--- config.mk ---
export PLATFORM = sky130hd
export DESIGN_NAME = pc_card_socket_window_controller
export DESIGN_NICKNAME = d
export VERILOG_FILES = /design/src/rtl/pcsw_pkg.sv /design/src/rtl/pc_card_socket_window_controller.sv
export SDC_FILE = /design/constraint.sdc
export NUM_CORES = 1
export LEC_CHECK = 0
export BUFFER_PORTS_ARGS = -buffer_cell sky130_fd_sc_hd__buf_2
export CAP_MARGIN = 20
export CORE_MARGIN = 5
export CORE_UTILIZATION = 55
export DETAILED_ROUTE_END_ITERATION = 6
export PLACE_DENSITY_LB_ADDON = 0.25
export SYNTH_ARGS = -nofsm -noshare
export SYNTH_HDL_FRONTEND = slang
export SYNTH_SLANG_ARGS = --single-unit
--- constraint.sdc ---
create_clock -name clk -period 6.7 [get_ports clk]
set_input_delay 1.005 -clock clk [delete_from_list [all_inputs] [get_ports clk]]
set_output_delay 1.005 -clock clk [all_outputs]
set_load 0.01 [all_outputs]
--- src/rtl/pcsw_pkg.sv ---
`default_nettype none

package pcsw_pkg;

    // Register file geometry.
    localparam int REG_COUNT  = 64;
    localparam int REG_IDX_W  = $clog2(REG_COUNT);

    // Command codes carried in the input tuser.
    localparam logic [2:0] CMD_REG_WRITE = 3'd0;
    localparam logic [2:0] CMD_REG_READ  = 3'd1;
    localparam logic [2:0] CMD_MEM_CYCLE = 3'd2;
    localparam logic [2:0] CMD_IO_CYCLE  = 3'd3;
    localparam logic [2:0] CMD_PIN_UPD   = 3'd4;

    // Register indexes.
    localparam logic [REG_IDX_W-1:0] REG_IDENT  = 6'h00;
    localparam logic [REG_IDX_W-1:0] REG_STATUS = 6'h01;
    localparam logic [REG_IDX_W-1:0] REG_POWER  = 6'h02;
    localparam logic [REG_IDX_W-1:0] REG_INTCTL = 6'h03;
    localparam logic [REG_IDX_W-1:0] REG_CHANGE = 6'h04;
    localparam logic [REG_IDX_W-1:0] REG_CHGCFG = 6'h05;
    localparam logic [REG_IDX_W-1:0] REG_WINEN  = 6'h06;
    localparam logic [REG_IDX_W-1:0] REG_IOCTL  = 6'h07;

    // Window register blocks.
    localparam int IO_BASE    = 8;
    localparam int IO_STRIDE  = 4;
    localparam int IO_SLOT    = IO_BASE / IO_STRIDE;
    localparam int IO_WINDOWS = 2;
    localparam int MAP_BASE   = 16;
    localparam int MAP_STRIDE = 8;
    localparam int MAP_SLOT   = MAP_BASE / MAP_STRIDE;

    // Byte offsets inside a memory window block.
    localparam logic [2:0] MAP_START_LO = 3'd0;
    localparam logic [2:0] MAP_START_HI = 3'd1;
    localparam logic [2:0] MAP_STOP_LO  = 3'd2;
    localparam logic [2:0] MAP_STOP_HI  = 3'd3;
    localparam logic [2:0] MAP_OFF_LO   = 3'd4;
    localparam logic [2:0] MAP_OFF_HI   = 3'd5;

    // Byte offsets inside an io window block.
    localparam logic [1:0] IO_START_LO = 2'd0;
    localparam logic [1:0] IO_START_HI = 2'd1;
    localparam logic [1:0] IO_STOP_LO  = 2'd2;
    localparam logic [1:0] IO_STOP_HI  = 2'd3;

    // Bit positions and constant values.
    localparam logic [7:0] ID_VALUE      = 8'h83;
    localparam int         POWER_EN_BIT  = 4;
    localparam int         NOT_RESET_BIT = 6;
    localparam int         CHANGE_BIT    = 3;
    localparam int         IO_EN_LSB     = 6;
    localparam int         WIDE_BIT      = 7;
    localparam int         ATTR_BIT      = 6;

    // Input item without the command.
    typedef struct packed {
        logic        pin_ready;
        logic        pin_wrprot;
        logic [1:0]  pin_battery;
        logic [1:0]  pin_detect;
        logic [15:0] io_port;
        logic [23:0] mem_addr;
        logic [7:0]  write_data;
        logic [5:0]  reg_index;
    } in_item_t;

    // Result item, last field in the lowest bits.
    typedef struct packed {
        logic        card_in_reset;
        logic [3:0]  irq_line;
        logic        irq_request;
        logic        io_wide;
        logic        io_window;
        logic        io_hit;
        logic        mem_wide;
        logic        attr_space;
        logic [25:0] card_addr;
        logic [2:0]  mem_window;
        logic        mem_hit;
        logic [7:0]  read_data;
    } result_t;

    localparam int IN_ITEM_W = $bits(in_item_t);
    localparam int RESULT_W  = $bits(result_t);

endpackage

`default_nettype wire

--- src/rtl/pc_card_socket_window_controller.sv ---
`default_nettype none

// One socket of a PC card controller: an indexed 64-byte register file with
// register reads and writes, memory and io window decode, and card pin updates.
// It takes one item per clock cycle while the output side does not stall. Its
// result passes through the input register (where the register file memory is
// read) and then the result register, which a stalled output side holds while
// the input register still takes the next item. Window decode is a
// set of parallel compares against flip-flop copies of the window registers,
// followed by one 14-bit offset add. The register file itself is a 64 x 8
// memory with one valid bit per entry, so it reads as zero after reset without
// a clearing pass. State changes (writes, status clear on read, pin updates)
// take effect at the edge that accepts the item; the status outputs show the
// state after that item.
module pc_card_socket_window_controller #(
    parameter int MEM_WINDOWS = 5
) (
    input  wire logic                          clk,
    input  wire logic                          rst_n,
    input  wire logic                          s_axis_tvalid,
    output logic                               s_axis_tready,
    // reg_index[5:0], write_data[13:6], mem_addr[37:14], io_port[53:38],
    // pin_detect[55:54], pin_battery[57:56], pin_wrprot[58], pin_ready[59]
    input  wire logic [63:0]                   s_axis_tdata,
    // cmd[2:0]
    input  wire logic [2:0]                    s_axis_tuser,
    output logic                               m_axis_tvalid,
    input  wire logic                          m_axis_tready,
    // read_data[7:0], mem_hit[8], mem_window[11:9], card_addr[37:12],
    // attr_space[38], mem_wide[39], io_hit[40], io_window[41], io_wide[42],
    // irq_request[43], irq_line[47:44], card_in_reset[48]
    output logic [55:0]                        m_axis_tdata
);

    import pcsw_pkg::*;

    // Handshake and pipeline control.
    logic     accept;
    logic     advance;
    logic     s1_valid_reg;
    logic     out_valid_reg;
    in_item_t in_item;
    logic     is_write;
    logic     writable;

    // Register file memory and its valid bits.
    logic [7:0]           regfile_mem [REG_COUNT];
    logic [REG_COUNT-1:0] entry_vld_reg;

    // Flip-flop copies of the registers that the decode logic uses.
    logic [5:0]             pin_reg;
    logic                   chg_reg;
    logic                   power_reg;
    logic                   not_reset_reg;
    logic                   chg_en_reg;
    logic [3:0]             irq_line_reg;
    logic [MEM_WINDOWS-1:0] win_en_reg;
    logic [IO_WINDOWS-1:0]  io_en_reg;
    logic [IO_WINDOWS-1:0]  io_wide_reg;
    logic [11:0]            win_start_reg [MEM_WINDOWS];
    logic [11:0]            win_stop_reg  [MEM_WINDOWS];
    logic [13:0]            win_off_reg   [MEM_WINDOWS];
    logic                   win_attr_reg  [MEM_WINDOWS];
    logic                   win_wide_reg  [MEM_WINDOWS];
    logic [15:0]            io_start_reg  [IO_WINDOWS];
    logic [15:0]            io_stop_reg   [IO_WINDOWS];

    // Input register stage.
    logic [2:0]  s1_cmd_reg;
    logic [23:0] s1_maddr_reg;
    logic [15:0] s1_port_reg;
    logic [7:0]  s1_fix_reg;
    logic        s1_use_mem_reg;
    logic        s1_mem_vld_reg;
    logic [7:0]  mem_rd_reg;

    // Result stage.
    result_t out_next;
    result_t out_reg;

    assign advance       = !out_valid_reg || m_axis_tready;
    assign s_axis_tready = !s1_valid_reg || advance;
    assign accept        = s_axis_tvalid && s_axis_tready;
    assign in_item       = in_item_t'(s_axis_tdata[IN_ITEM_W-1:0]);
    assign is_write      = accept && (s_axis_tuser == CMD_REG_WRITE);
    assign writable      = (in_item.reg_index != REG_IDENT) &&
                           (in_item.reg_index != REG_STATUS) &&
                           (in_item.reg_index != REG_CHANGE);

    // Register file memory: written and read at the accept edge.
    always_ff @(posedge clk)
    begin
        if (is_write && writable)
        begin
            regfile_mem[in_item.reg_index] <= in_item.write_data;
        end
        if (accept)
        begin
            mem_rd_reg <= regfile_mem[in_item.reg_index];
        end
    end

    // Valid bits of the register file entries.
    always_ff @(posedge clk or negedge rst_n)
    begin
        if (!rst_n)
        begin
            entry_vld_reg <= '0;
        end
        else if (is_write && writable)
        begin
            entry_vld_reg[in_item.reg_index] <= 1'b1;
        end
    end

    // Control registers, window copies, pins and the status change flag.
    always_ff @(posedge clk or negedge rst_n)
    begin
        if (!rst_n)
        begin
            pin_reg       <= '0;
            chg_reg       <= 1'b0;
            power_reg     <= 1'b0;
            not_reset_reg <= 1'b0;
            chg_en_reg    <= 1'b0;
            irq_line_reg  <= '0;
            win_en_reg    <= '0;
            io_en_reg     <= '0;
            io_wide_reg   <= '0;
            for (int w = 0; w < MEM_WINDOWS; w++)
            begin
                win_start_reg[w] <= '0;
                win_stop_reg[w]  <= '0;
                win_off_reg[w]   <= '0;
                win_attr_reg[w]  <= 1'b0;
                win_wide_reg[w]  <= 1'b0;
            end
            for (int i = 0; i < IO_WINDOWS; i++)
            begin
                io_start_reg[i] <= '0;
                io_stop_reg[i]  <= '0;
            end
        end
        else if (accept)
        begin
            unique case (s_axis_tuser)
                CMD_REG_WRITE:
                begin
                    if (in_item.reg_index == REG_POWER)
                        power_reg <= in_item.write_data[POWER_EN_BIT];
                    if (in_item.reg_index == REG_INTCTL)
                        not_reset_reg <= in_item.write_data[NOT_RESET_BIT];
                    if (in_item.reg_index == REG_CHGCFG)
                    begin
                        chg_en_reg   <= in_item.write_data[CHANGE_BIT];
                        irq_line_reg <= in_item.write_data[7:4];
                    end
                    if (in_item.reg_index == REG_WINEN)
                    begin
                        win_en_reg <= in_item.write_data[MEM_WINDOWS-1:0];
                        io_en_reg  <= in_item.write_data[IO_EN_LSB +: IO_WINDOWS];
                    end
                    if (in_item.reg_index == REG_IOCTL)
                    begin
                        io_wide_reg <= {in_item.write_data[4], in_item.write_data[0]};
                    end
                    // Memory window blocks.
                    for (int w = 0; w < MEM_WINDOWS; w++)
                    begin
                        if (in_item.reg_index[5:3] == 3'(MAP_SLOT + w))
                        begin
                            unique case (in_item.reg_index[2:0])
                                MAP_START_LO: win_start_reg[w][7:0] <= in_item.write_data;
                                MAP_START_HI:
                                begin
                                    win_start_reg[w][11:8] <= in_item.write_data[3:0];
                                    win_wide_reg[w]        <= in_item.write_data[WIDE_BIT];
                                end
                                MAP_STOP_LO:  win_stop_reg[w][7:0]  <= in_item.write_data;
                                MAP_STOP_HI:  win_stop_reg[w][11:8] <= in_item.write_data[3:0];
                                MAP_OFF_LO:   win_off_reg[w][7:0]   <= in_item.write_data;
                                MAP_OFF_HI:
                                begin
                                    win_off_reg[w][13:8] <= in_item.write_data[5:0];
                                    win_attr_reg[w]      <= in_item.write_data[ATTR_BIT];
                                end
                                default: ;
                            endcase
                        end
                    end
                    // IO window blocks.
                    for (int i = 0; i < IO_WINDOWS; i++)
                    begin
                        if (in_item.reg_index[5:2] == 4'(IO_SLOT + i))
                        begin
                            unique case (in_item.reg_index[1:0])
                                IO_START_LO: io_start_reg[i][7:0]  <= in_item.write_data;
                                IO_START_HI: io_start_reg[i][15:8] <= in_item.write_data;
                                IO_STOP_LO:  io_stop_reg[i][7:0]   <= in_item.write_data;
                                IO_STOP_HI:  io_stop_reg[i][15:8]  <= in_item.write_data;
                            endcase
                        end
                    end
                end
                CMD_REG_READ:
                begin
                    // Reading the status change register clears it.
                    if (in_item.reg_index == REG_CHANGE)
                        chg_reg <= 1'b0;
                end
                CMD_PIN_UPD:
                begin
                    if ((in_item.pin_detect != pin_reg[3:2]) && chg_en_reg)
                        chg_reg <= 1'b1;
                    pin_reg <= {in_item.pin_ready, in_item.pin_wrprot,
                                in_item.pin_detect, in_item.pin_battery};
                end
                default: ;
            endcase
        end
    end

    // Input register: the fields that the result stage needs.
    always_ff @(posedge clk)
    begin
        if (accept)
        begin
            s1_cmd_reg     <= s_axis_tuser;
            s1_maddr_reg   <= in_item.mem_addr;
            s1_port_reg    <= in_item.io_port;
            s1_mem_vld_reg <= entry_vld_reg[in_item.reg_index];
            s1_use_mem_reg <= writable;
            if (in_item.reg_index == REG_IDENT)
                s1_fix_reg <= ID_VALUE;
            else if (in_item.reg_index == REG_STATUS)
                s1_fix_reg <= {1'b0, power_reg, pin_reg};
            else
                s1_fix_reg <= {4'b0, chg_reg, 3'b0};
        end
    end

    // Pipeline valid flags.
    always_ff @(posedge clk or negedge rst_n)
    begin
        if (!rst_n)
        begin
            s1_valid_reg  <= 1'b0;
            out_valid_reg <= 1'b0;
        end
        else
        begin
            if (accept)
                s1_valid_reg <= 1'b1;
            else if (advance)
                s1_valid_reg <= 1'b0;
            if (advance)
                out_valid_reg <= s1_valid_reg;
        end
    end

    // Result logic: register read select, window decode and status outputs.
    always_comb
    begin
        logic [11:0]            page;
        logic [MEM_WINDOWS-1:0] mhit;
        logic [IO_WINDOWS-1:0]  ihit;
        logic [13:0]            off_sel;
        logic [13:0]            card_page;

        out_next  = '0;
        page      = s1_maddr_reg[23:12];
        off_sel   = '0;
        card_page = '0;

        for (int w = 0; w < MEM_WINDOWS; w++)
        begin
            mhit[w] = win_en_reg[w] && (page >= win_start_reg[w]) &&
                      (page <= win_stop_reg[w]);
        end
        for (int i = 0; i < IO_WINDOWS; i++)
        begin
            ihit[i] = io_en_reg[i] && (s1_port_reg >= io_start_reg[i]) &&
                      (s1_port_reg <= io_stop_reg[i]);
        end

        unique case (s1_cmd_reg)
            CMD_REG_READ:
            begin
                if (!s1_use_mem_reg)
                    out_next.read_data = s1_fix_reg;
                else if (s1_mem_vld_reg)
                    out_next.read_data = mem_rd_reg;
            end
            CMD_MEM_CYCLE:
            begin
                // Lowest-numbered matching window wins.
                for (int w = MEM_WINDOWS - 1; w >= 0; w--)
                begin
                    if (mhit[w])
                    begin
                        out_next.mem_hit    = 1'b1;
                        out_next.mem_window = 3'(w);
                        out_next.attr_space = win_attr_reg[w];
                        out_next.mem_wide   = win_wide_reg[w];
                        off_sel             = win_off_reg[w];
                    end
                end
                card_page = {2'b0, page} + off_sel;
                if (out_next.mem_hit)
                    out_next.card_addr = {card_page, s1_maddr_reg[11:0]};
            end
            CMD_IO_CYCLE:
            begin
                for (int i = IO_WINDOWS - 1; i >= 0; i--)
                begin
                    if (ihit[i])
                    begin
                        out_next.io_hit    = 1'b1;
                        out_next.io_window = 1'(i);
                        out_next.io_wide   = io_wide_reg[i];
                    end
                end
            end
            default: ;
        endcase

        out_next.irq_request   = chg_reg;
        out_next.irq_line      = irq_line_reg;
        out_next.card_in_reset = !not_reset_reg;
    end

    // Result register.
    always_ff @(posedge clk)
    begin
        if (advance && s1_valid_reg)
            out_reg <= out_next;
    end

    assign m_axis_tvalid = out_valid_reg;
    assign m_axis_tdata  = {(56 - RESULT_W)'(0), out_reg};

    // A memory hit always names an existing window.
    assert property (@(posedge clk) disable iff (!rst_n)
        out_valid_reg && out_reg.mem_hit |-> out_reg.mem_window < 3'(MEM_WINDOWS))
        else $error("memory hit names a window that does not exist");

    // One item never reports both a memory and an io hit.
    assert property (@(posedge clk) disable iff (!rst_n)
        out_valid_reg |-> !(out_reg.mem_hit && out_reg.io_hit))
        else $error("memory and io hit reported together");

    // A stalled item stays in the input register unchanged.
    assert property (@(posedge clk) disable iff (!rst_n)
        s1_valid_reg && !advance |=> s1_valid_reg && $stable(s1_cmd_reg))
        else $error("input register lost a stalled item");

    // The status change flag only sets while detect change is enabled.
    assert property (@(posedge clk) disable iff (!rst_n)
        $rose(chg_reg) |-> $past(chg_en_reg))
        else $error("status change set while detect change disabled");

endmodule

`default_nettype wire

# After elaboration in Yosys (flattened, before gate mapping)
# Memories as Yosys holds them, arrays and structs flattened. A register that Yosys moved wholly into a read port is not among the register bits.
# Index checks and enable logic that the tools add are counted.
[word_totals]
n_memories = 1
word_cells = 247
latchBits = 0
out_inout_bits = 58
register_bits = 455
inputBits = 71
mem_bits_rw = 512
romBits = 0
[classes]
n_mux = 33
n_bitwise = 3
n_addsub = 1
div_mod_pow = 0
order_cmp = 16
n_eq_ne = 32
n_reduce_logical = 82
multipliers = 0
shift = 0
[mem_list]
columns = ["memory", "words", "word_bits", "rd", "rd_clocked_by_memory_dff", "wr", "line", "text"]
rows = [
  ["regfile_mem", 64, 8, 1, 1, 1, "pc_card_socket_window_controller.sv:47", "logic [7:0] regfile_mem [REG_COUNT];"],
]
[op_table]
columns = ["op", "n"]
rows = [
  ["$reduce_and 4->1", 39],
  ["$mux 14", 6],
  ["$or 64x64->64", 1],
  ["$ge 12x12->1", 5],
  ["$le 12x12->1", 5],
  ["$ge 16x16->1", 2],
  ["$le 16x16->1", 2],
  ["$mux 4", 7],
  ["$eq 6x3->1 const B", 4],
  ["$logic_and 1x1->1", 22],
  ["$eq 3x2->1 const B", 6],
  ["$eq 3x3->1 const B", 6],
  ["$mux 8", 2],
  ["$reduce_and 3->1", 5],
  ["$add 12x14->14", 1],
  ["$eq 6x2->1 const B", 2],
  ["$mux 2", 5],
  ["$eq 3x1->1 const B", 3],
  ["$eq 4x2->1 const B", 2],
  ["$mux 1", 8],
  ["$lt 6x7->1 const B", 1],
  ["$bmux 1 s6", 1],
  ["$demux 1 s6", 1],
  ["$eq 6x1->1 const B", 1],
  ["other kinds (19)", 30],
]

# Logic depth before layout (Yosys ltp)
# Gate-level depths: netlist (run 1).
[logic_depth]
depth_word = 10
mapped_depth = 23
mapped_depth_nobuf = 22

# Least setup slack after synthesis (run 1)
# OpenSTA, ideal clock, no wires.
[synth_timing]
path_kind = "reg-to-reg"
from = "register s1_maddr_reg[13]"
to = "register out_reg (netlist bit m_axis_tdata[36]) (data pin)"
period_less_slack_ns = 4.839
setup_ns = 0.260
setup_slack_ns = 1.861
n_path_buf = 2
stages_incl_launch_ff = 22
required_ns = 6.440
arrival_ns = 4.579
cell_sequence = "edfxtp_1 ha_1 nor2b_1 o211ai_1 a211oi_1 a2111oi_0 o221a_2 buf_2 buf_2 a221o_1 nand3_1 nand2_1 ha_1 fa_1 a21o_1 a21o_1 a21o_1 a21o_1 a21oi_1 o21ai_0 o41ai_1 mux2_2"
[synth_via]
elab_chain_len = 10
elab_cells_between_ends = 34
cone_classes = "1 x add/sub; 10 x order compare; 12 x mux; 11 x reduce/logical"
[synth_lines]
columns = ["item", "line", "text"]
rows = [
  ["from (decl)", "pc_card_socket_window_controller.sv:70", "logic [23:0] s1_maddr_reg;"],
  ["from (signal assigned)", "pc_card_socket_window_controller.sv:229", "s1_maddr_reg <= in_item.mem_addr;"],
  ["$ge 12x12->1", "pc_card_socket_window_controller.sv:277", "mhit[w] = win_en_reg[w] && (page >= win_start_reg[w]) &&"],
  ["$logic_and 1x1->1 (2 in a row)", "pc_card_socket_window_controller.sv:277", ""],
  ["$mux 14 / $mux 4 (equally long branches) (5 in a row)", "pc_card_socket_window_controller.sv:299", "if (mhit[w])"],
  ["$mux 14 / $mux 4 (equally long branches)", "pc_card_socket_window_controller.sv:286", "unique case (s1_cmd_reg)"],
  ["$add 12x14->14 / $reduce_and 2->1 (equally long branches)", "-", ""],
  ["to (signal assigned)", "pc_card_socket_window_controller.sv:336", "out_reg <= out_next;"],
  ["to (decl)", "pc_card_socket_window_controller.sv:79", "result_t out_reg;"],
]
# Parallel ways exist; a longest one is shown, timed or not. The select of a mux whose other input is x is not followed.
# A chain may end at the register's enable or synchronous reset.

# Final worst setup path (run 1)
[layout_timing]
from = "register s1_maddr_reg[12]"
to = "register out_reg (netlist bit m_axis_tdata[36]) (data pin)"
# The elaborated chain is that of the path after synthesis.

==> results of run 1 <==
metal layers:
layer	vias to the layer above	track usage (%)	routed length (µm)
li1	10585	-	-
met1	12410	33.1	40200
met2	912	40.0	48800
met3	184	3.76	6170
met4	2	7.78	2850
met5	-	0	16
worst max path at each step:
stage | end | slack [ns] | cells after the start
CTS | m_axis_tdata[36] | 0.68 | 21
global route | m_axis_tdata[36] | 0.14 | 21
global placement | m_axis_tdata[36] | 0.82 | 19
finish | m_axis_tdata[36] | 0.63 | 21
floorplan | m_axis_tdata[36] | 1.86 | 21
detailed placement | m_axis_tdata[36] | 0.74 | 21
stage by stage:
stage	instances	hold slack [ns]	total power [mW]	util (%)	area, µm²
floorplan	2773	0.421	7.23	-	42300
global placement	3841	0.360	7.54	58.0	44100
detailed placement	3843	0.363	7.58	58.0	44100
finish	4038	0.377	13.0	62.5	47500
CTS	4032	0.377	13.1	62.4	47400
global route	4038	0.385	13.5	62.5	47500
worst register-to-register path: cells and delay by family (launching register included):
family                     cells  cell delay (ns)
adders and majority gates      3             0.97
buffers and inverters          2             0.68
and+or+nand+nor                4             0.39
muxes                          1             0.38
AOI/OAI and AO/OA             11             3.01
DFF                            1             0.40
cells in the final DEF (no fill, tap or decap), types with 34 or more instances in the layout:
master and instances:
a21o_1 36, a21oi_1 72, buf_2 106, buf_4 54
clkbuf_16 102, dfrtp_1 353, edfxtp_1 622, ha_1 197
inv_1 184, mux2_2 145, mux4_2 187, nand2_1 191
nand3_1 34, nor2_1 84, o21ai_0 167, or2_2 58
report_power, final:
group	internal [mW]	leakage (nW)	switching (mW)	total [mW]
Combinational	0.320	7.90	0.491	0.811
Sequential	6.56	9.87	0.0846	6.65
Clock	3.28	1.61	2.28	5.55
area by class of cell:
| class | instances | area, µm² |
|---|---|---|
| timing repair buffer | 171 | 1120 |
| clock inverter | 40 | 445 |
| clock buffer | 149 | 2870 |
| fill | 5499 | 28600 |
| inverter | 186 | 698 |
| multi-input combinational | 1486 | 13600 |
| sequential | 975 | 27500 |
| tap | 1030 | 1290 |
| antenna | 1 | 2.50 |
logic make-up (layout without fill, tap and decap cells):
logic type / count (synthesis) / after routing / share of synthesized area, %
fa+ha+maj: 198 / 198 / 5.89
xor+xnor: 10 / 10 / 0.208
other cells: 1 / 32 / 0.00889
buf+inv: 312 / 546 / 2.97
compound gates: 374 / 374 / 5.46
simple gates: 538 / 538 / 6.36
flops: 975 / 975 / 65.2
mux: 335 / 335 / 13.9
==> flow_summary_export.csv, run 1 <==
group,metric,value,unit
min_path,min-delay-start,"entry_vld_reg[0]",
worst_setup_path,path_buf_inv,2,
sta,worst_pin_slew,1.15,ns
pwr,leakage,19.4,nW
sta,fin_crit,6.07,ns
sta,finalCritPeriodShare,90.6,%
sta,clock_skew,0.0211,ns
cts,cts_buffer_depth,3,
cts,h-tree-depth,3,
worst_setup_path,r2r_cells,21,
sta,tns,0,ns
worst_setup_path,worst_setup_path_start_kind,"register",
worst_setup_path,endpoint_kind,"register",
synthesis,yosys.area.top_type,"edfxtp_1",
synthesis,synthTopCellsByCount,"edfxtp_1 (622), dfrtp_1 (353), ha_1 (197), nand2_1 (191), mux4_2 (187)",
synthesis,ys_seq_area_share,65.2,%
die,num_io_pins,129,
synthesis,synth_top_area_share,44.3,%
sta,slew_violations,0,
cts,path_clk_slew,0.06,ns
cts,cts_setup_buffers,0,
place,place_congestion,0.826,
synthesis,synth-edff-count,622,
die,rows,101,
min_path,whs_path_depth,0,
detailed_routing,drc,0,
sta,slew_headroom,23.5,%
sta,setup_viol,0,
sta,finalHoldViolCount,0,
worst_setup_path,path_class,"register to register",
worst_setup_path,cp.arrival,6.46,ns
place,hpwl,60900,µm
worst_setup_path,cp-startpoint,"s1_maddr_reg[12]",
synthesis,ys_top_cells_by_area,"edfxtp_1 (44%), dfrtp_1 (21%), mux4_2 (10%)",
place,dp_slack,0.743,ns
worst_setup_path,critPathMaxFanout,14,
cts,cts_tree,"built",
flow_run,maxCapViolCount,0,
synthesis,synth_cell_type_count,72,
pwr,irDropWorstVdd,0.209,mV
cts,cts_resized,0,
min_path,min_to,"entry_vld_reg[0]",
cts,worst_skew_pair.late_latency,0.64,ns
run_status,outcome,"finished clean",
synthesis,synth_most_common_cell,"edfxtp_1",
grt,grt_use_total,24.0,%
detailed_routing,vias_per_cell,5.97,
die,dieArea,82400,µm²
detailed_routing,routed_wirelength,98000,µm
detailed_routing,drt_iter0_drc,2089,
worst_setup_path,critPathRequiredTime,7.09,ns
grt,grt_pass1_vias,25103,
synthesis,async_flop_share,36.2,%
synthesis,synthFlopType,"edfxtp_1",
worst_setup_path,crit_top_cell,"a21o_1",
worst_setup_path,timing.rr.start,"s1_maddr_reg[12]",
layout,drive_gt1_share,24.6,%
synthesis,syn_inst,2743,
cts,root_buffer,"clkbuf_16",
grt,grt_max_degree,175,
layout,finalNetCount,3189,
worst_setup_path,cp_top_family,"compound AO/OA/AOI/OAI gates",
worst_setup_path,cp_slowest_cell,"a2111oi_0",
die,start_util,55.5,%
layout,largest_register_ff_count,512,
worst_setup_path,cp_cell_sequence,"inv_1, ha_1, nand2b_1, a2111oi_0, o41ai_1, o221ai_2, nor2_1, buf_4, a221o_1, nand3_1, nand2_1, ha_1, fa_1, a21o_1, a21o_1, a21o_1, a21o_1, a21oi_1, o21ai_0, o41ai_1, mux2_2",
detailed_routing,ant_nets,0,
pwr,cellPowerDensity,274,nW/µm²
grt,antenna_found_initial,2,
layout,area_growth,12.6,%
worst_setup_path,crit_path_max_incr_delay,0.60,ns
grt,grt_pass1_wl,150000,µm
sta,rsz0062_at_grt,"false",
detailed_routing,dr_total_vias,24093,
cts,cts_hold_buf,0,
synthesis,synth_area,42200,µm²
min_path,hold_class,"register to register",
sta,fmax,165,MHz
die,coreArea,76100,µm²
synthesis,synth.avg_cell_area,15.4,µm²
detailed_routing,dr.pass1.iters,5,
cts,clkSinkCount,975,
sta,layout_setup_ws,0.632,ns
synthesis,synth-seq-cells,975,
worst_setup_path,timing.rr.end,"m_axis_tdata[36]",
synthesis,synth_warnings,0,
grt,globalRouteOverflowTotal,0,
worst_setup_path,reg2reg_slack,0.63,ns
detailed_routing,wl_per_cell,24.3,µm
cts,numCtsBuffers,100,
place,port-buffer-count,117,
die,die_height,287,µm
die,die-width,287,µm
(Power assumes the default switching activity.)
==> inputs of run 2 (changes only) <==
--- a/config.mk
+++ b/config.mk
@@ -5,12 +5,14 @@
 export SDC_FILE = /design/constraint.sdc
 export NUM_CORES = 1
 export LEC_CHECK = 0
+export ABC_CLOCK_PERIOD_IN_PS = 6700
 export BUFFER_PORTS_ARGS = -buffer_cell sky130_fd_sc_hd__buf_2
 export CAP_MARGIN = 20
 export CORE_MARGIN = 5
 export CORE_UTILIZATION = 55
 export DETAILED_ROUTE_END_ITERATION = 6
 export PLACE_DENSITY_LB_ADDON = 0.25
+export RECOVER_POWER = 100
 export SYNTH_ARGS = -nofsm -noshare
 export SYNTH_HDL_FRONTEND = slang
 export SYNTH_SLANG_ARGS = --single-unit
==> run 2 against run 1 <==
Utilization is 0.52 points lower; maximum frequency is 3.9% lower; largest cell class unchanged; largest power group unchanged; power hardly changed; clock power hardly changed; sequential power hardly changed; die area stayed put; global-route usage stayed put; the run now ends with max-capacitance violations, max-slew violations left; highest routed layer unchanged; register-to-register slack worse by 0.15 ns.
==> flow_summary_export.csv, run 2 (synthesis gave the netlist of run 1 again) <==
group,metric,value,unit
detailed_routing,ant_nets,0,
die,coreArea,76100,µm²
worst_setup_path,path_class,"primary input to register",
cts,worst_skew_pair.late_latency,0.65,ns
die,start_util,55.5,%
cts,root_buffer,"clkbuf_16",
min_path,hold_class,"register to register",
worst_setup_path,worst_setup_path_start_kind,"primary input",
die,rows,101,
place,place_congestion,0.826,
cts,cts_setup_buffers,0,
layout,mostFrequentLayoutCell,"edfxtp_1",
layout,final_core_util,61.9,%
sta,tns,0,ns
worst_setup_path,r2r_cells,20,
grt,grt_pass1_wl,150000,µm
pwr,cellPowerDensity,276,nW/µm²
die,die-width,287,µm
place,hpwl,60900,µm
worst_setup_path,cp.arrival,6.68,ns
sta,finalCritPeriodShare,94.2,%
detailed_routing,dr.pass1.iters,5,
place,port-buffer-count,117,
cts,cts_resized,0,
cts,numCtsBuffers,100,
sta,hold_ws,0.376,ns
detailed_routing,drt_iter0_drc,2242,
run_status,violations,"max-capacitance violations, max-slew violations",
pwr,leakage,19.0,nW
detailed_routing,dr_wl_met2,48900,µm
sta,worst_pin_slew,4.94,ns
grt,grt_max_degree,175,
pwr,irDropWorstVdd,0.209,mV
die,num_io_pins,129,
sta,slew_headroom,-229,%
layout,stdcell_count,4038,
cts,h-tree-depth,3,
sta,fin_crit,6.31,ns
cts,cts_tree,"built",
grt,antenna_found_initial,2,
detailed_routing,top_layer,"met5",
layout,largest_register_ff_count,512,
detailed_routing,route.met3.wl,5940,µm
sta,setup_viol,0,
detailed_routing,wl_met1,40300,µm
layout,finalNetCount,3189,
cts,cts_buffer_depth,3,
sta,slew_violations,1224,
worst_setup_path,endpoint_kind,"register",
place,dp_slack,0.743,ns
layout,fill_cells,5602,
cts,path_clk_slew,0.06,ns
flow_run,maxCapViolCount,28,
die,dieArea,82400,µm²
min_path,whs_path_depth,0,
worst_setup_path,critPathMaxFanout,65,
run_status,outcome,"finished, violations left",
sta,fmax,158,MHz
sta,layout_setup_ws,0.388,ns
detailed_routing,dr_total_vias,24041,
sta,finalHoldViolCount,0,
detailed_routing,vias_per_cell,5.95,
place,dp.cells,3843,
layout,final_cell_mix,"edfxtp_1 (622), dfrtp_1 (353), ha_1 (197), nand2_1 (191), mux4_2 (187)",
grt,grt_use_total,24.0,%
layout,drive_gt1_share,20.5,%
detailed_routing,routed_wirelength,98100,µm
layout,area_growth,11.6,%
die,die_height,287,µm
grt,globalRouteOverflowTotal,0,
sta,rsz0062_at_grt,"false",
detailed_routing,wl_per_cell,24.3,µm
cts,cts_hold_buf,0,
detailed_routing,drc,0,
sta,clock_skew,0.0222,ns
grt,grt_pass1_vias,25103,
worst_setup_path,critPathRequiredTime,7.07,ns
cts,clkSinkCount,975,
-- run 2: per-layer routing --
metal / track usage, % / vias up
li1: - / 10588
met1: 33.1 / 12399
met2: 40.0 / 858
met3: 3.76 / 194
met4: 7.78 / 2
met5: 0 / -
-- run 2: path summary, 6_finish.rpt --
path,startpoint,endpoint,slack [ns]
worst max register to register,s1_maddr_reg[21],m_axis_tdata[37],0.48
worst min-delay path,entry_vld_reg[0],entry_vld_reg[0],0.38
worst max-delay path,s_axis_tdata[1],mem_rd_reg[1],0.39
worst min register to register,entry_vld_reg[0],entry_vld_reg[0],0.38
max in group asynchronous,rst_n,io_wide_reg[1],1.27
min in group asynchronous,rst_n,win_stop_reg[38],2.38
-- run 2: power breakdown --
part | internal (mW) | leakage [nW] | switching (mW)
Combinational | 0.314 | 7.49 | 0.490
Clock | 3.28 | 1.61 | 2.28
Sequential | 6.58 | 9.87 | 0.0846
-- run 2: metrics by stage --
step,power [mW],area (µm²)
global route,13.5,47100
finish,13.0,47100
CTS,13.1,47400
floorplan,7.23,42300
detailed placement,7.58,44100
global placement,7.54,44100
-- run 2: final cells by class --
type / instances / area (µm²) / area share [%]
sequential: 975 / 27500 / 58.4
multi-input combinational: 1486 / 13500 / 28.7
clock buffer: 149 / 2870 / 6.09
tap: 1030 / 1290 / 2.74
timing repair buffer: 171 / 801 / 1.70
inverter: 186 / 698 / 1.48
clock inverter: 40 / 445 / 0.945
antenna: 1 / 2.50 / 0.00531
-- run 2: worst max-delay path, stage by stage --
cell	delay, ns
clkdlybuf4s25_1	2.72
clkbuf_2	1.35
mux4_2	0.48
mux4_2	0.53
mux4_2	0.55
==> inputs of run 3 (changes only) <==
--- a/config.mk
+++ b/config.mk
@@ -8,6 +8,7 @@
 export ABC_CLOCK_PERIOD_IN_PS = 6700
 export BUFFER_PORTS_ARGS = -buffer_cell sky130_fd_sc_hd__buf_2
 export CAP_MARGIN = 20
+export CORE_ASPECT_RATIO = 0.9
 export CORE_MARGIN = 5
 export CORE_UTILIZATION = 55
 export DETAILED_ROUTE_END_ITERATION = 6
==> run 3 against run 2 <==
The run still ends with max-capacitance violations, max-slew violations left; power down 1.6%; routed wire length fell by 0.42%; register-to-register slack better by 0.03 ns; flip-flop and latch count unchanged; sequential power about the same; maximum frequency is 2.0% higher; non-clock buffer count rose by 8; critical path depth increased by 16; design area down 0.23%; first-iteration DRC count shrank 9.3%; critical path type is now register to register; critical endpoint is now m_axis_tdata[36].
==> flow_summary_export.csv, run 3 (synthesis gave the netlist of run 1 again) <==
group,metric,value,unit
worst_setup_path,endpoint_kind,"register",
cts,path_clk_slew,0.06,ns
sta,fin_crit,6.19,ns
cts,clkSinkCount,975,
worst_setup_path,worst_setup_path_start_kind,"register",
cts,cts_buffer_depth,3,
cts,numCtsBuffers,98,
layout,final_cell_mix,"edfxtp_1 (622), dfrtp_1 (353), ha_1 (197), nand2_1 (191), mux4_2 (187)",
die,rows,96,
pwr,total_power,12.8,mW
cts,root_buffer,"clkbuf_16",
cts,cts_resized,0,
layout,stdcell_count,4039,
detailed_routing,dr.pass1.iters,5,
detailed_routing,dr_total_vias,24006,
die,num_io_pins,129,
grt,grt_pass1_vias,25224,
detailed_routing,drt_iter0_drc,2034,
sta,finalCritPeriodShare,92.4,%
grt,grt_max_degree,165,
place,place_congestion,0.817,
layout,mostFrequentLayoutCell,"edfxtp_1",
worst_setup_path,critPathRequiredTime,7.10,ns
sta,slew_violations,1285,
place,hpwl,61000,µm
sta,rsz0062_at_grt,"false",
cts,cts_setup_buffers,0,
grt,grt_pass1_wl,151000,µm
sta,layout_setup_ws,0.510,ns
die,die-width,302,µm
detailed_routing,route.met3.wl,6300,µm
place,port-buffer-count,117,
sta,setup_viol,0,
sta,slew_headroom,-240,%
cts,cts_tree,"built",
layout,largest_register_ff_count,512,
min_path,hold_class,"register to register",
cts,worst_skew_pair.late_latency,0.65,ns
die,dieArea,82400,µm²
flow_run,maxCapViolCount,31,
sta,tns,0,ns
die,coreArea,76200,µm²
detailed_routing,top_layer,"met5",
worst_setup_path,path_class,"register to register",
grt,antenna_found_initial,3,
worst_setup_path,reg2reg_slack,0.51,ns
sta,fmax,162,MHz
sta,finalHoldViolCount,0,
run_status,outcome,"finished, violations left",
sta,worst_pin_slew,5.10,ns
cts,cts_hold_buf,0,
layout,drive_gt1_share,20.0,%
pwr,leakage,18.9,nW
detailed_routing,wl_met1,40300,µm
detailed_routing,routed_wirelength,97700,µm
pwr,irDropWorstVdd,0.197,mV
grt,globalRouteOverflowTotal,0,
run_status,violations,"max-capacitance violations, max-slew violations",
layout,area_growth,11.4,%
detailed_routing,wl_per_cell,24.2,µm
pwr,cellPowerDensity,273,nW/µm²
detailed_routing,dr_wl_met2,47700,µm
grt,grt_use_total,24.1,%
place,dp.cells,3844,
sta,hold_ws,0.380,ns
detailed_routing,drc,0,
worst_setup_path,cp.arrival,6.59,ns
die,die_height,273,µm
cts,h-tree-depth,3,
place,dp_slack,0.708,ns
worst_setup_path,critPathMaxFanout,12,
sta,clock_skew,0.0187,ns
layout,finalNetCount,3195,
detailed_routing,vias_per_cell,5.94,
detailed_routing,ant_nets,0,
die,start_util,55.4,%
## run 3: layer usage
layer	GRT usage [%]	vias to the layer above
met1	33.9	12434
met4	8.03	4
met2	38.8	788
li1	-	10592
met3	4.29	188
met5	0	-
## run 3: stage by stage
| stage | cell area, µm² | utilization [%] |
|---|---|---|
| after floorplan | 42300 | - |
| after global placement | 44100 | 57.9 |
| after detailed placement | 44100 | 57.9 |
| after CTS | 47300 | 62.1 |
| after global routing | 47000 | 61.7 |
| final | 47000 | 61.7 |
## run 3: path summary, 6_finish.rpt
kind | start | to | cells past startpoint
worst max-delay path | s1_maddr_reg[21] | m_axis_tdata[36] | 21
worst min-delay path | entry_vld_reg[4] | entry_vld_reg[4] | 0
worst max register to register | s1_maddr_reg[21] | m_axis_tdata[36] | 21
worst min register to register | entry_vld_reg[4] | entry_vld_reg[4] | 0
max in group asynchronous | rst_n | win_stop_reg[47] | 1
min in group asynchronous | rst_n | pin_reg[0] | 1
## run 3: cell type report
cell class,instances,area (µm²)
clock buffer,151,2860
antenna,1,2.50
clock inverter,32,298
timing repair buffer,179,851
fill,5573,29100
sequential,975,27500
inverter,186,698
multi-input combinational,1486,13500
tap,1029,1290
## run 3: critical path: stages (launching register included)
cell and delay, ns:
edfxtp_1 0.72, ha_1 0.36, a21o_1 0.18, a21o_1 0.17
a21oi_1 0.23, o41ai_1 0.13, o221ai_1 0.69, nor2_1 0.20
buf_4 0.26, a221o_1 0.32, nand3_1 0.11, nand2_1 0.12
ha_1 0.23, fa_1 0.40, a21o_1 0.18, a21o_1 0.20
a21o_1 0.18, a21o_1 0.20, a21oi_1 0.22, o21ai_0 0.17
o41ai_1 0.31, mux2_2 0.37
## run 3: where the power goes
group | internal (mW) | leakage [nW] | total (mW) | switching, mW
Clock | 3.09 | 1.54 | 5.35 | 2.26
Sequential | 6.58 | 9.87 | 6.66 | 0.0810
Combinational | 0.311 | 7.52 | 0.806 | 0.495
